==> src/elg_pkg.sv <==
// Package: shared constants and types for the ElGamal decryption block.
`timescale 1ns / 1ps
package elg_pkg;
    localparam int unsigned WIDTH_DEF = 32;
    localparam logic [31:0] RESET_MODULUS = 32'd23;
    localparam logic [31:0] RESET_PRIVATE_KEY = 32'd2;
    localparam logic [0:0] REG_MODULUS = 1'b0;
    localparam logic [0:0] REG_PRIVATE_KEY = 1'b1;

    // operation codes for the shared arithmetic unit
    typedef enum logic [1:0] {
        OP_MULMOD = 2'd0,
        OP_DIVMOD = 2'd1,
        OP_REDUCE = 2'd2
    } op_t;
endpackage

==> src/elg_arith.sv <==
// Shared multi-cycle unit: modular multiply, reduce, and integer divide.
`timescale 1ns / 1ps
module elg_arith #(
    parameter int unsigned WIDTH = elg_pkg::WIDTH_DEF
) (
    input  logic              aclk,
    input  logic              aresetn,
    input  logic              start,
    input  elg_pkg::op_t      op,
    input  logic [WIDTH-1:0]  opa,
    input  logic [WIDTH-1:0]  opb,
    input  logic [WIDTH-1:0]  modulus,
    output logic              done,
    output logic [WIDTH-1:0]  result,
    output logic [WIDTH-1:0]  quotient
);
    localparam int unsigned CW = $clog2(WIDTH + 1);

    logic              busy_reg, busy_next;
    logic              done_reg, done_next;
    elg_pkg::op_t      op_reg, op_next;
    logic [CW-1:0]     cnt_reg, cnt_next;
    logic [WIDTH-1:0]  acc_reg, acc_next;     // remainder / product accumulator
    logic [WIDTH-1:0]  sh_reg, sh_next;       // bits consumed msb first
    logic [WIDTH-1:0]  mul_reg, mul_next;     // multiplicand or divisor
    logic [WIDTH-1:0]  quo_reg, quo_next;

    logic [WIDTH:0]    dbl;
    logic [WIDTH:0]    dbl_red;
    logic [WIDTH:0]    sum;
    logic [WIDTH-1:0]  sum_red;

    // one shift-and-reduce step per cycle, msb first
    always_comb begin
        busy_next = busy_reg;
        done_next = 1'b0;
        op_next   = op_reg;
        cnt_next  = cnt_reg;
        acc_next  = acc_reg;
        sh_next   = sh_reg;
        mul_next  = mul_reg;
        quo_next  = quo_reg;
        dbl       = {acc_reg, sh_reg[WIDTH-1]};
        dbl_red   = '0;
        sum       = '0;
        sum_red   = '0;
        if (!busy_reg) begin
            if (start) begin
                busy_next = 1'b1;
                op_next   = op;
                cnt_next  = CW'(WIDTH);
                acc_next  = '0;
                quo_next  = '0;
                case (op)
                    elg_pkg::OP_MULMOD: begin
                        sh_next  = opb;
                        mul_next = opa;
                    end
                    elg_pkg::OP_DIVMOD: begin
                        sh_next  = opa;
                        mul_next = opb;
                    end
                    default: begin
                        sh_next  = opa;
                        mul_next = modulus;
                    end
                endcase
            end
        end else begin
            case (op_reg)
                elg_pkg::OP_MULMOD: begin
                    // acc = 2*acc mod m, then add mul if bit set (mul < m)
                    dbl = {acc_reg, 1'b0};
                    dbl_red = (dbl >= {1'b0, modulus}) ? dbl - {1'b0, modulus} : dbl;
                    sum = dbl_red + (sh_reg[WIDTH-1] ? {1'b0, mul_reg} : '0);
                    sum_red = (sum >= {1'b0, modulus}) ? WIDTH'(sum - {1'b0, modulus})
                                                       : WIDTH'(sum);
                    acc_next = sum_red;
                end
                default: begin
                    // restoring division of sh by mul
                    if (dbl >= {1'b0, mul_reg}) begin
                        acc_next = WIDTH'(dbl - {1'b0, mul_reg});
                        quo_next = {quo_reg[WIDTH-2:0], 1'b1};
                    end else begin
                        acc_next = WIDTH'(dbl);
                        quo_next = {quo_reg[WIDTH-2:0], 1'b0};
                    end
                end
            endcase
            sh_next  = {sh_reg[WIDTH-2:0], 1'b0};
            cnt_next = cnt_reg - 1'b1;
            if (cnt_reg == CW'(1)) begin
                busy_next = 1'b0;
                done_next = 1'b1;
            end
        end
    end

    always_ff @(posedge aclk) begin
        if (!aresetn) begin
            busy_reg <= 1'b0;
            done_reg <= 1'b0;
        end else begin
            busy_reg <= busy_next;
            done_reg <= done_next;
        end
        op_reg  <= op_next;
        cnt_reg <= cnt_next;
        acc_reg <= acc_next;
        sh_reg  <= sh_next;
        mul_reg <= mul_next;
        quo_reg <= quo_next;
    end

    assign done     = done_reg;
    assign result   = acc_reg;
    assign quotient = quo_reg;
endmodule

==> src/elg_ctrl.sv <==
// Sequencer: exponentiation, extended Euclid and final multiply.
`timescale 1ns / 1ps
module elg_ctrl #(
    parameter int unsigned WIDTH = elg_pkg::WIDTH_DEF
) (
    input  logic              aclk,
    input  logic              aresetn,
    input  logic              in_valid,
    output logic              in_ready,
    input  logic [WIDTH-1:0]  c1,
    input  logic [WIDTH-1:0]  c2,
    input  logic [WIDTH-1:0]  modulus,
    input  logic [WIDTH-1:0]  exponent,
    output logic              out_valid,
    input  logic              out_ready,
    output logic [WIDTH-1:0]  out_pt,
    output logic [WIDTH-1:0]  out_k
);
    typedef enum logic [3:0] {
        S_IDLE, S_RED1, S_RED2, S_EXP, S_MULR, S_SQR,
        S_EUC, S_DIV, S_QS, S_QM, S_FIN, S_OUT
    } state_t;

    state_t            state_reg, state_next;
    logic [WIDTH-1:0]  m_reg, m_next;
    logic [WIDTH-1:0]  e_reg, e_next;
    logic [WIDTH-1:0]  base_reg, base_next;
    logic [WIDTH-1:0]  c2_reg, c2_next;
    logic [WIDTH-1:0]  r_reg, r_next;         // pow result, later Euclid r
    logic [WIDTH-1:0]  k_reg, k_next;
    logic [WIDTH-1:0]  orr_reg, orr_next;
    logic [WIDTH-1:0]  os_reg, os_next;
    logic [WIDTH-1:0]  s_reg, s_next;
    logic [WIDTH-1:0]  nr_reg, nr_next;
    logic [WIDTH-1:0]  pt_reg, pt_next;
    logic              start;
    elg_pkg::op_t      op;
    logic [WIDTH-1:0]  opa, opb;
    logic              adone;
    logic [WIDTH-1:0]  ares, aquo;
    logic              mbig;
    logic [WIDTH-1:0]  ns;

    elg_arith #(.WIDTH(WIDTH)) u_arith (
        .aclk(aclk), .aresetn(aresetn), .start(start), .op(op),
        .opa(opa), .opb(opb), .modulus(m_reg), .done(adone),
        .result(ares), .quotient(aquo)
    );

    assign mbig = (m_reg > WIDTH'(1));

    // new coefficient: old s minus q*s, kept in 0..m-1
    always_comb begin
        ns = (os_reg >= ares) ? os_reg - ares : os_reg + (m_reg - ares);
    end

    always_comb begin
        state_next = state_reg;
        m_next = m_reg; e_next = e_reg; base_next = base_reg; c2_next = c2_reg;
        r_next = r_reg; k_next = k_reg; orr_next = orr_reg; os_next = os_reg;
        s_next = s_reg; nr_next = nr_reg; pt_next = pt_reg;
        start = 1'b0; op = elg_pkg::OP_REDUCE; opa = '0; opb = '0;
        case (state_reg)
            S_IDLE: begin
                if (in_valid) begin
                    m_next = modulus; e_next = exponent;
                    base_next = c1; c2_next = c2;
                    state_next = S_RED1;
                end
            end
            S_RED1: begin
                if (!mbig) begin
                    k_next = '0; pt_next = '0; state_next = S_OUT;
                end else begin
                    start = 1'b1; op = elg_pkg::OP_REDUCE; opa = base_reg;
                    state_next = S_RED2;
                end
            end
            S_RED2: begin
                if (adone) begin
                    base_next = ares; r_next = WIDTH'(1); state_next = S_EXP;
                end
            end
            S_EXP: begin
                if (e_reg == '0) begin
                    k_next = r_reg; orr_next = r_reg; r_next = m_reg;
                    os_next = WIDTH'(1); s_next = '0; state_next = S_EUC;
                end else if (e_reg[0]) begin
                    start = 1'b1; op = elg_pkg::OP_MULMOD; opa = r_reg; opb = base_reg;
                    state_next = S_MULR;
                end else begin
                    start = 1'b1; op = elg_pkg::OP_MULMOD; opa = base_reg; opb = base_reg;
                    state_next = S_SQR;
                end
            end
            S_MULR: begin
                if (adone) begin
                    r_next = ares;
                    start = 1'b1; op = elg_pkg::OP_MULMOD; opa = base_reg; opb = base_reg;
                    state_next = S_SQR;
                end
            end
            S_SQR: begin
                if (adone) begin
                    base_next = ares; e_next = e_reg >> 1; state_next = S_EXP;
                end
            end
            S_EUC: begin
                // coefficient is below m, so it goes in as the multiplicand
                if (r_reg == '0) begin
                    start = 1'b1; op = elg_pkg::OP_MULMOD; opa = os_reg; opb = c2_reg;
                    state_next = S_FIN;
                end else begin
                    start = 1'b1; op = elg_pkg::OP_DIVMOD; opa = orr_reg; opb = r_reg;
                    state_next = S_DIV;
                end
            end
            S_DIV: begin
                if (adone) begin
                    nr_next = ares; state_next = S_QS;
                    start = 1'b1; op = elg_pkg::OP_REDUCE; opa = aquo;
                end
            end
            S_QS: begin
                // reduce quotient, then multiply by s
                if (adone) begin
                    start = 1'b1; op = elg_pkg::OP_MULMOD; opa = ares; opb = s_reg;
                    state_next = S_QM;
                end
            end
            S_QM: begin
                // advance the remainder and coefficient pairs
                if (adone) begin
                    orr_next = r_reg; r_next = nr_reg;
                    os_next = s_reg; s_next = ns;
                    state_next = S_EUC;
                end
            end
            S_FIN: begin
                if (adone) begin
                    pt_next = ares; state_next = S_OUT;
                end
            end
            S_OUT: begin
                if (out_ready) state_next = S_IDLE;
            end
            default: state_next = S_IDLE;
        endcase
    end

    always_ff @(posedge aclk) begin
        if (!aresetn) begin
            state_reg <= S_IDLE;
        end else begin
            state_reg <= state_next;
        end
        m_reg <= m_next; e_reg <= e_next; base_reg <= base_next; c2_reg <= c2_next;
        k_reg <= k_next; pt_reg <= pt_next; nr_reg <= nr_next;
        orr_reg <= orr_next; r_reg <= r_next;
        os_reg <= os_next; s_reg <= s_next;
    end

    assign in_ready  = (state_reg == S_IDLE);
    assign out_valid = (state_reg == S_OUT);
    assign out_pt    = pt_reg;
    assign out_k     = k_reg;
endmodule

==> src/elgamal_decrypt.sv <==
// Top level: ElGamal decryption with stream channels and a register port.
// Usage:
//   s_axis carries one ciphertext (cipher_first low, cipher_second high).
//   m_axis returns plaintext, shared_secret and plaintext_zero.
//   cfg writes modulus (index 0) and private_key (index 1) while idle.
// Sequence: each modular multiply, reduce or divide occupies the shared
//   shift-and-subtract unit. Exponentiation spends one squaring per key
//   bit, preceded by a multiply when the bit is set, and each Euclid step
//   is a divide, a reduce of the quotient and a multiply.
// Throughput: one item at a time; s_axis_tready is high only when idle.
// Reset: registers return to modulus 23, private_key 2; sequencer idles.
// Stall: the result holds on m_axis until taken; no new item is accepted
//   until then.
`timescale 1ns / 1ps
module elgamal_decrypt #(
    parameter int unsigned WIDTH = elg_pkg::WIDTH_DEF
) (
    input  logic                aclk,
    input  logic                aresetn,
    input  logic                s_axis_tvalid,
    output logic                s_axis_tready,
    input  logic [2*WIDTH-1:0]  s_axis_tdata,   // cipher_first, cipher_second
    output logic                m_axis_tvalid,
    input  logic                m_axis_tready,
    output logic [2*WIDTH-1:0]  m_axis_tdata,   // plaintext, shared_secret
    output logic                m_axis_tuser,   // plaintext_zero
    input  logic                cfg_valid,
    output logic                cfg_ready,
    input  logic                cfg_index,
    input  logic [WIDTH-1:0]    cfg_data
);
    logic [WIDTH-1:0] modulus_reg, pkey_reg;
    logic [WIDTH-1:0] pt, k;

    // hold configuration registers
    always_ff @(posedge aclk) begin
        if (!aresetn) begin
            modulus_reg <= WIDTH'(elg_pkg::RESET_MODULUS);
            pkey_reg    <= WIDTH'(elg_pkg::RESET_PRIVATE_KEY);
        end else if (cfg_valid) begin
            if (cfg_index == elg_pkg::REG_MODULUS) modulus_reg <= cfg_data;
            else pkey_reg <= cfg_data;
        end
    end
    assign cfg_ready = 1'b1;

    elg_ctrl #(.WIDTH(WIDTH)) u_ctrl (
        .aclk(aclk), .aresetn(aresetn),
        .in_valid(s_axis_tvalid), .in_ready(s_axis_tready),
        .c1(s_axis_tdata[WIDTH-1:0]), .c2(s_axis_tdata[2*WIDTH-1:WIDTH]),
        .modulus(modulus_reg), .exponent(pkey_reg),
        .out_valid(m_axis_tvalid), .out_ready(m_axis_tready),
        .out_pt(pt), .out_k(k)
    );

    assign m_axis_tdata = {k, pt};
    assign m_axis_tuser = (pt == '0);
endmodule

==> config.mk <==
export PLATFORM = sky130hd
export DESIGN_NAME = elgamal_decrypt
export DESIGN_NICKNAME = d
export VERILOG_FILES = /design/src/elg_pkg.sv /design/src/elg_arith.sv /design/src/elg_ctrl.sv /design/src/elgamal_decrypt.sv
export SDC_FILE = /design/constraint.sdc
export NUM_CORES = 1
export LEC_CHECK = 0
export ABC_AREA = 1
export BUFFER_PORTS_ARGS = -buffer_cell sky130_fd_sc_hd__buf_2
export CAP_MARGIN = 20
export CORE_ASPECT_RATIO = 1.4
export CORE_MARGIN = 2
export CORE_UTILIZATION = 45
export CTS_BUF_LIST = sky130_fd_sc_hd__clkbuf_4 sky130_fd_sc_hd__clkbuf_8 sky130_fd_sc_hd__clkbuf_16
export CTS_CLUSTER_DIAMETER = 200
export CTS_CLUSTER_SIZE = 14
export DETAILED_ROUTE_END_ITERATION = 7
export GPL_TIMING_DRIVEN = 0
export PLACE_DENSITY_LB_ADDON = 0.2
export SLEW_MARGIN = 10
export SYNTH_ARGS = -nofsm -noshare
export SYNTH_HDL_FRONTEND = slang
export SYNTH_SLANG_ARGS = --single-unit
==> constraint.sdc <==
create_clock -name aclk -period 18.5 [get_ports aclk]
set_input_delay 3.7 -clock aclk [delete_from_list [all_inputs] [get_ports aclk]]
set_output_delay 3.7 -clock aclk [all_outputs]
set_load 0.1 [all_outputs]
==> metrics.md <==
| Metric | Value |
|---|---|
| Largest family of logic cells by synthesized area | simple AND/OR/NAND/NOR gates |
| Clk slew on worst S/H paths | 0.10 ns |
| Cells on Worst Hold Path | 0 |
| Arrival time at the worst endpoint | 10.38 ns |
| Num CTS Buffers | 45 |
| Final routed DRC violation total | 0 |
| Drt first pass iters | 6 |
| Tmin final | 10.01 ns |
| Max-slew violation count | 0 |
| Clock tree from TritonCTS | yes |
| Proportion of synthesized chip area in sequential cells | 42.16% |
| Overall Global Routing Usage | 42.53% |
| Syn_area_per_cell | 7.842 um2 |
| Placed instance count | 6128 |
| Yosys synthesis warning count | 0 |
| Row count | 126 |
| Xor/xnor share of the synthesized area | 3.475% |
| Post-synthesis to final-layout area growth | 10.79% |
| Number of global-route vias before repair | 36.70k |
| Number of enable-type register cells in the synthesized netlist | 487 |
| H-tree levels | 2 |
| Number of flip-flops and latches in the synthesized netlist | 558 |
| Highest Clock Rate | 99.90 MHz |
| Proportion of layout cells with a drive suffix above 1 | 7.659% |
| Async SR Flop Fraction | 0% |
| Slew at the pin with the worst max-slew slack | 1.239 ns |
| Number of hold-slack violations in the final timing report | 0 |
| Stage delay of the slowest cell on the critical path | 0.89 ns |
| Category of the worst setup path capture point | register |
| I/O Pins | 170 |
| Standard cell with the maximum stage delay on the critical path | sky130_fd_sc_hd__o21ai_0 |
| Distinct cells, synth | 57 |
| Die W | 249.8 um |
| DRT Wirelength | 188000 um |
| Simple-gate portion of the synthesized area | 23.75% |
| Synth Instances | 4853 |
| Post-DR wirelength/cell | 30.28 um |
| Max Clock Skew | 0.03971 ns |
| Critical Path Source Type | register |
| Data required time of the worst path | 18.87 ns |
| Vertical die dimension | 348.1 um |
| Number of DRC markers in iteration 0 | 3934 |
| Final critical-path share of the clock period | 54.11% |
| Max Cap Violations | 0 |
| Cell at the root of the clock tree | sky130_fd_sc_hd__clkbuf_16 |
| Post-CTS Setup Inserts | 0 |
| Largest net degree at the start of global routing | 44 |
| Total number of clock tree sinks | 558 |
| Hold buffer count at cts | 0 |
| Predominant post-synthesis flop cell | sky130_fd_sc_hd__edfxtp_1 |
| Placed Instance Area | 40720 um2 |
| Largest driver fanout on the critical path | 10 |
| First-pass GRT wire length | 259100 um |
| Tightest slew margin relative to the limit | 17.21% |
| Count of input and output buffers | 167 |
| Synthesized cell area | 38060 um2 |
| Maximum buffer depth of the clock tree | 3 |
| Outcome | completed |
| Classification of the worst-slack hold path | register to register |
| Post-cts sizing count | 0 |
| Unrepaired setup endpoints after global routing | no |
| Area of the core | 84030 um2 |
| Compound-cell area share of the yosys netlist | 13.55% |
| Cell type with the highest occurrence count on the critical path | sky130_fd_sc_hd__nand2_1 |
| Skew-Pair Late Insertion Delay | 0.64 ns |
| Number of cells on the worst reg-to-reg path | 31 |
| Number of vias after detailed routing | 36.44k |
| Critical path class | register to register |
| Initial core utilization | 45.29% |
| Final core occ | 50.18% |
| DPL Wire Length | 154700 um |
| Final sum of negative setup slack | 0 ns |
| Weighted congestion at the end of routability-driven global placement | 1.062 |
| Number of antenna violations at the first check in global routing | 8 |
| Antenna-violating nets left | 0 |
| Global route total overflow | 0 |
| Final non-filler cell area | 42170 um2 |
| Post-route insts no fill | 6209 |
| Area of the die | 86950 um2 |
| Share of synthesized area spent on multiplexers | 0% |
| Drt via density | 5.869 |
| Post-synth net total | 5186 |
| Post-synthesis share of cell area spent on full adders, half adders and majority gates | 8.305% |
| Endpoints failing setup | 0 |
| Net count reported at finish | 5423 |
-- worst paths after layout --
path                                  startpoint                         to  slack (ns)
worst max-delay path            u_ctrl.m_reg[16]  u_ctrl.u_arith.result[21]        8.49
worst min-delay path              modulus_reg[9]            u_ctrl.m_reg[9]        0.43
worst max register to register  u_ctrl.m_reg[16]  u_ctrl.u_arith.result[21]        8.49
worst min register to register    modulus_reg[9]            u_ctrl.m_reg[9]        0.43
-- metrics by stage --
| stage | worst slack, ns | hold slack (ns) |
|---|---|---|
| after global placement | 7.416 | 0.4101 |
| final | 8.490 | 0.4285 |
| after floorplan | 11.60 | 0.4030 |
| after CTS | 9.221 | 0.4297 |
| after detailed placement | 9.249 | 0.4126 |
| after global routing | 8.633 | 0.4401 |
-- logic make-up (layout without fill, tap and decap cells) --
family | Yosys count | count (layout)
compound gates | 895 | 895
xor+xnor | 151 | 151
fa+ha+maj | 231 | 231
buf+inv | 852 | 1117
flops | 558 | 558
other cells | 1 | 4
simple gates | 2165 | 2165
-- worst max-delay path: cells and delay by family, from the launching register on --
| kind | cells | cell delay [ns] |
|---|---|---|
| and+or+nand+nor | 13 | 2.58 |
| buffers and inverters | 5 | 1.60 |
| DFF | 1 | 0.49 |
| adders and majority gates | 3 | 1.16 |
| xor gates and xnor gates | 2 | 0.54 |
| AOI/OAI and AO/OA | 8 | 3.34 |
-- synthesized netlist by cell type (36+ instances only) --
| cell | n | area share [%] |
|---|---|---|
| sky130_fd_sc_hd__nand2_1 | 1130 | 11 |
| sky130_fd_sc_hd__inv_1 | 678 | 6.7 |
| sky130_fd_sc_hd__nor2_1 | 557 | 5.5 |
| sky130_fd_sc_hd__edfxtp_1 | 487 | 38 |
| sky130_fd_sc_hd__a21oi_1 | 349 | 4.6 |
| sky130_fd_sc_hd__o21ai_0 | 289 | 3.8 |
| sky130_fd_sc_hd__nand3_1 | 249 | 3.3 |
| sky130_fd_sc_hd__ha_1 | 195 | 6.4 |
| sky130_fd_sc_hd__xor2_1 | 98 | 2.3 |
| sky130_fd_sc_hd__clkbuf_1 | 94 | 0.93 |
| sky130_fd_sc_hd__nand4_1 | 87 | 1.4 |
| sky130_fd_sc_hd__dfxtp_1 | 71 | 3.7 |
| sky130_fd_sc_hd__xnor2_1 | 53 | 1.2 |
| sky130_fd_sc_hd__buf_2 | 41 | 0.54 |
| sky130_fd_sc_hd__nor3_1 | 39 | 0.51 |
| sky130_fd_sc_hd__nor4_1 | 38 | 0.62 |
| sky130_fd_sc_hd__fa_1 | 36 | 1.9 |
-- area by class of cell --
type / count / area (um2)
Antenna cell: 3 / 7.507
Buffer: 160 / 737.0
Clock buffer: 74 / 1385
Clock inverter: 1 / 8.758
Fill cell: 8603 / 41860
Inverter: 692 / 2600
Multi-Input combinational cell: 3443 / 18770
Sequential cell: 558 / 16050
Tap cell: 1088 / 1361
Timing Repair Buffer: 190 / 1246
-- metal layers --
metal	part of all wire [%]	wire (um)	up-vias	global-route usage (%)
met2	48	90470	1800	73.46
met1	34	64080	17290	44.26
met5	0.015	28	-	0
met3	7.0	13190	633	7.368
li1	-	-	16710	-
met4	11	20270	4	38.54
-- cell usage in the layout (no fill, tap or decap), types with 47 or more instances in the layout --
cell,synthesis,layout
sky130_fd_sc_hd__o21ai_0,289,286
sky130_fd_sc_hd__ha_1,195,195
sky130_fd_sc_hd__xnor2_1,53,53
sky130_fd_sc_hd__inv_1,678,677
sky130_fd_sc_hd__clkbuf_1,94,92
sky130_fd_sc_hd__nor2_1,557,556
sky130_fd_sc_hd__xor2_1,98,98
sky130_fd_sc_hd__buf_2,41,208
sky130_fd_sc_hd__nand3_1,249,249
sky130_fd_sc_hd__clkbuf_16,0,47
sky130_fd_sc_hd__a21oi_1,349,346
sky130_fd_sc_hd__nand4_1,87,87
sky130_fd_sc_hd__edfxtp_1,487,487
sky130_fd_sc_hd__nand2_1,1130,1129
sky130_fd_sc_hd__dfxtp_1,71,71
Power is left out: the tool's default activity adds up to more than one toggle a clock period on the data nets, which glitch-free logic cannot reach.
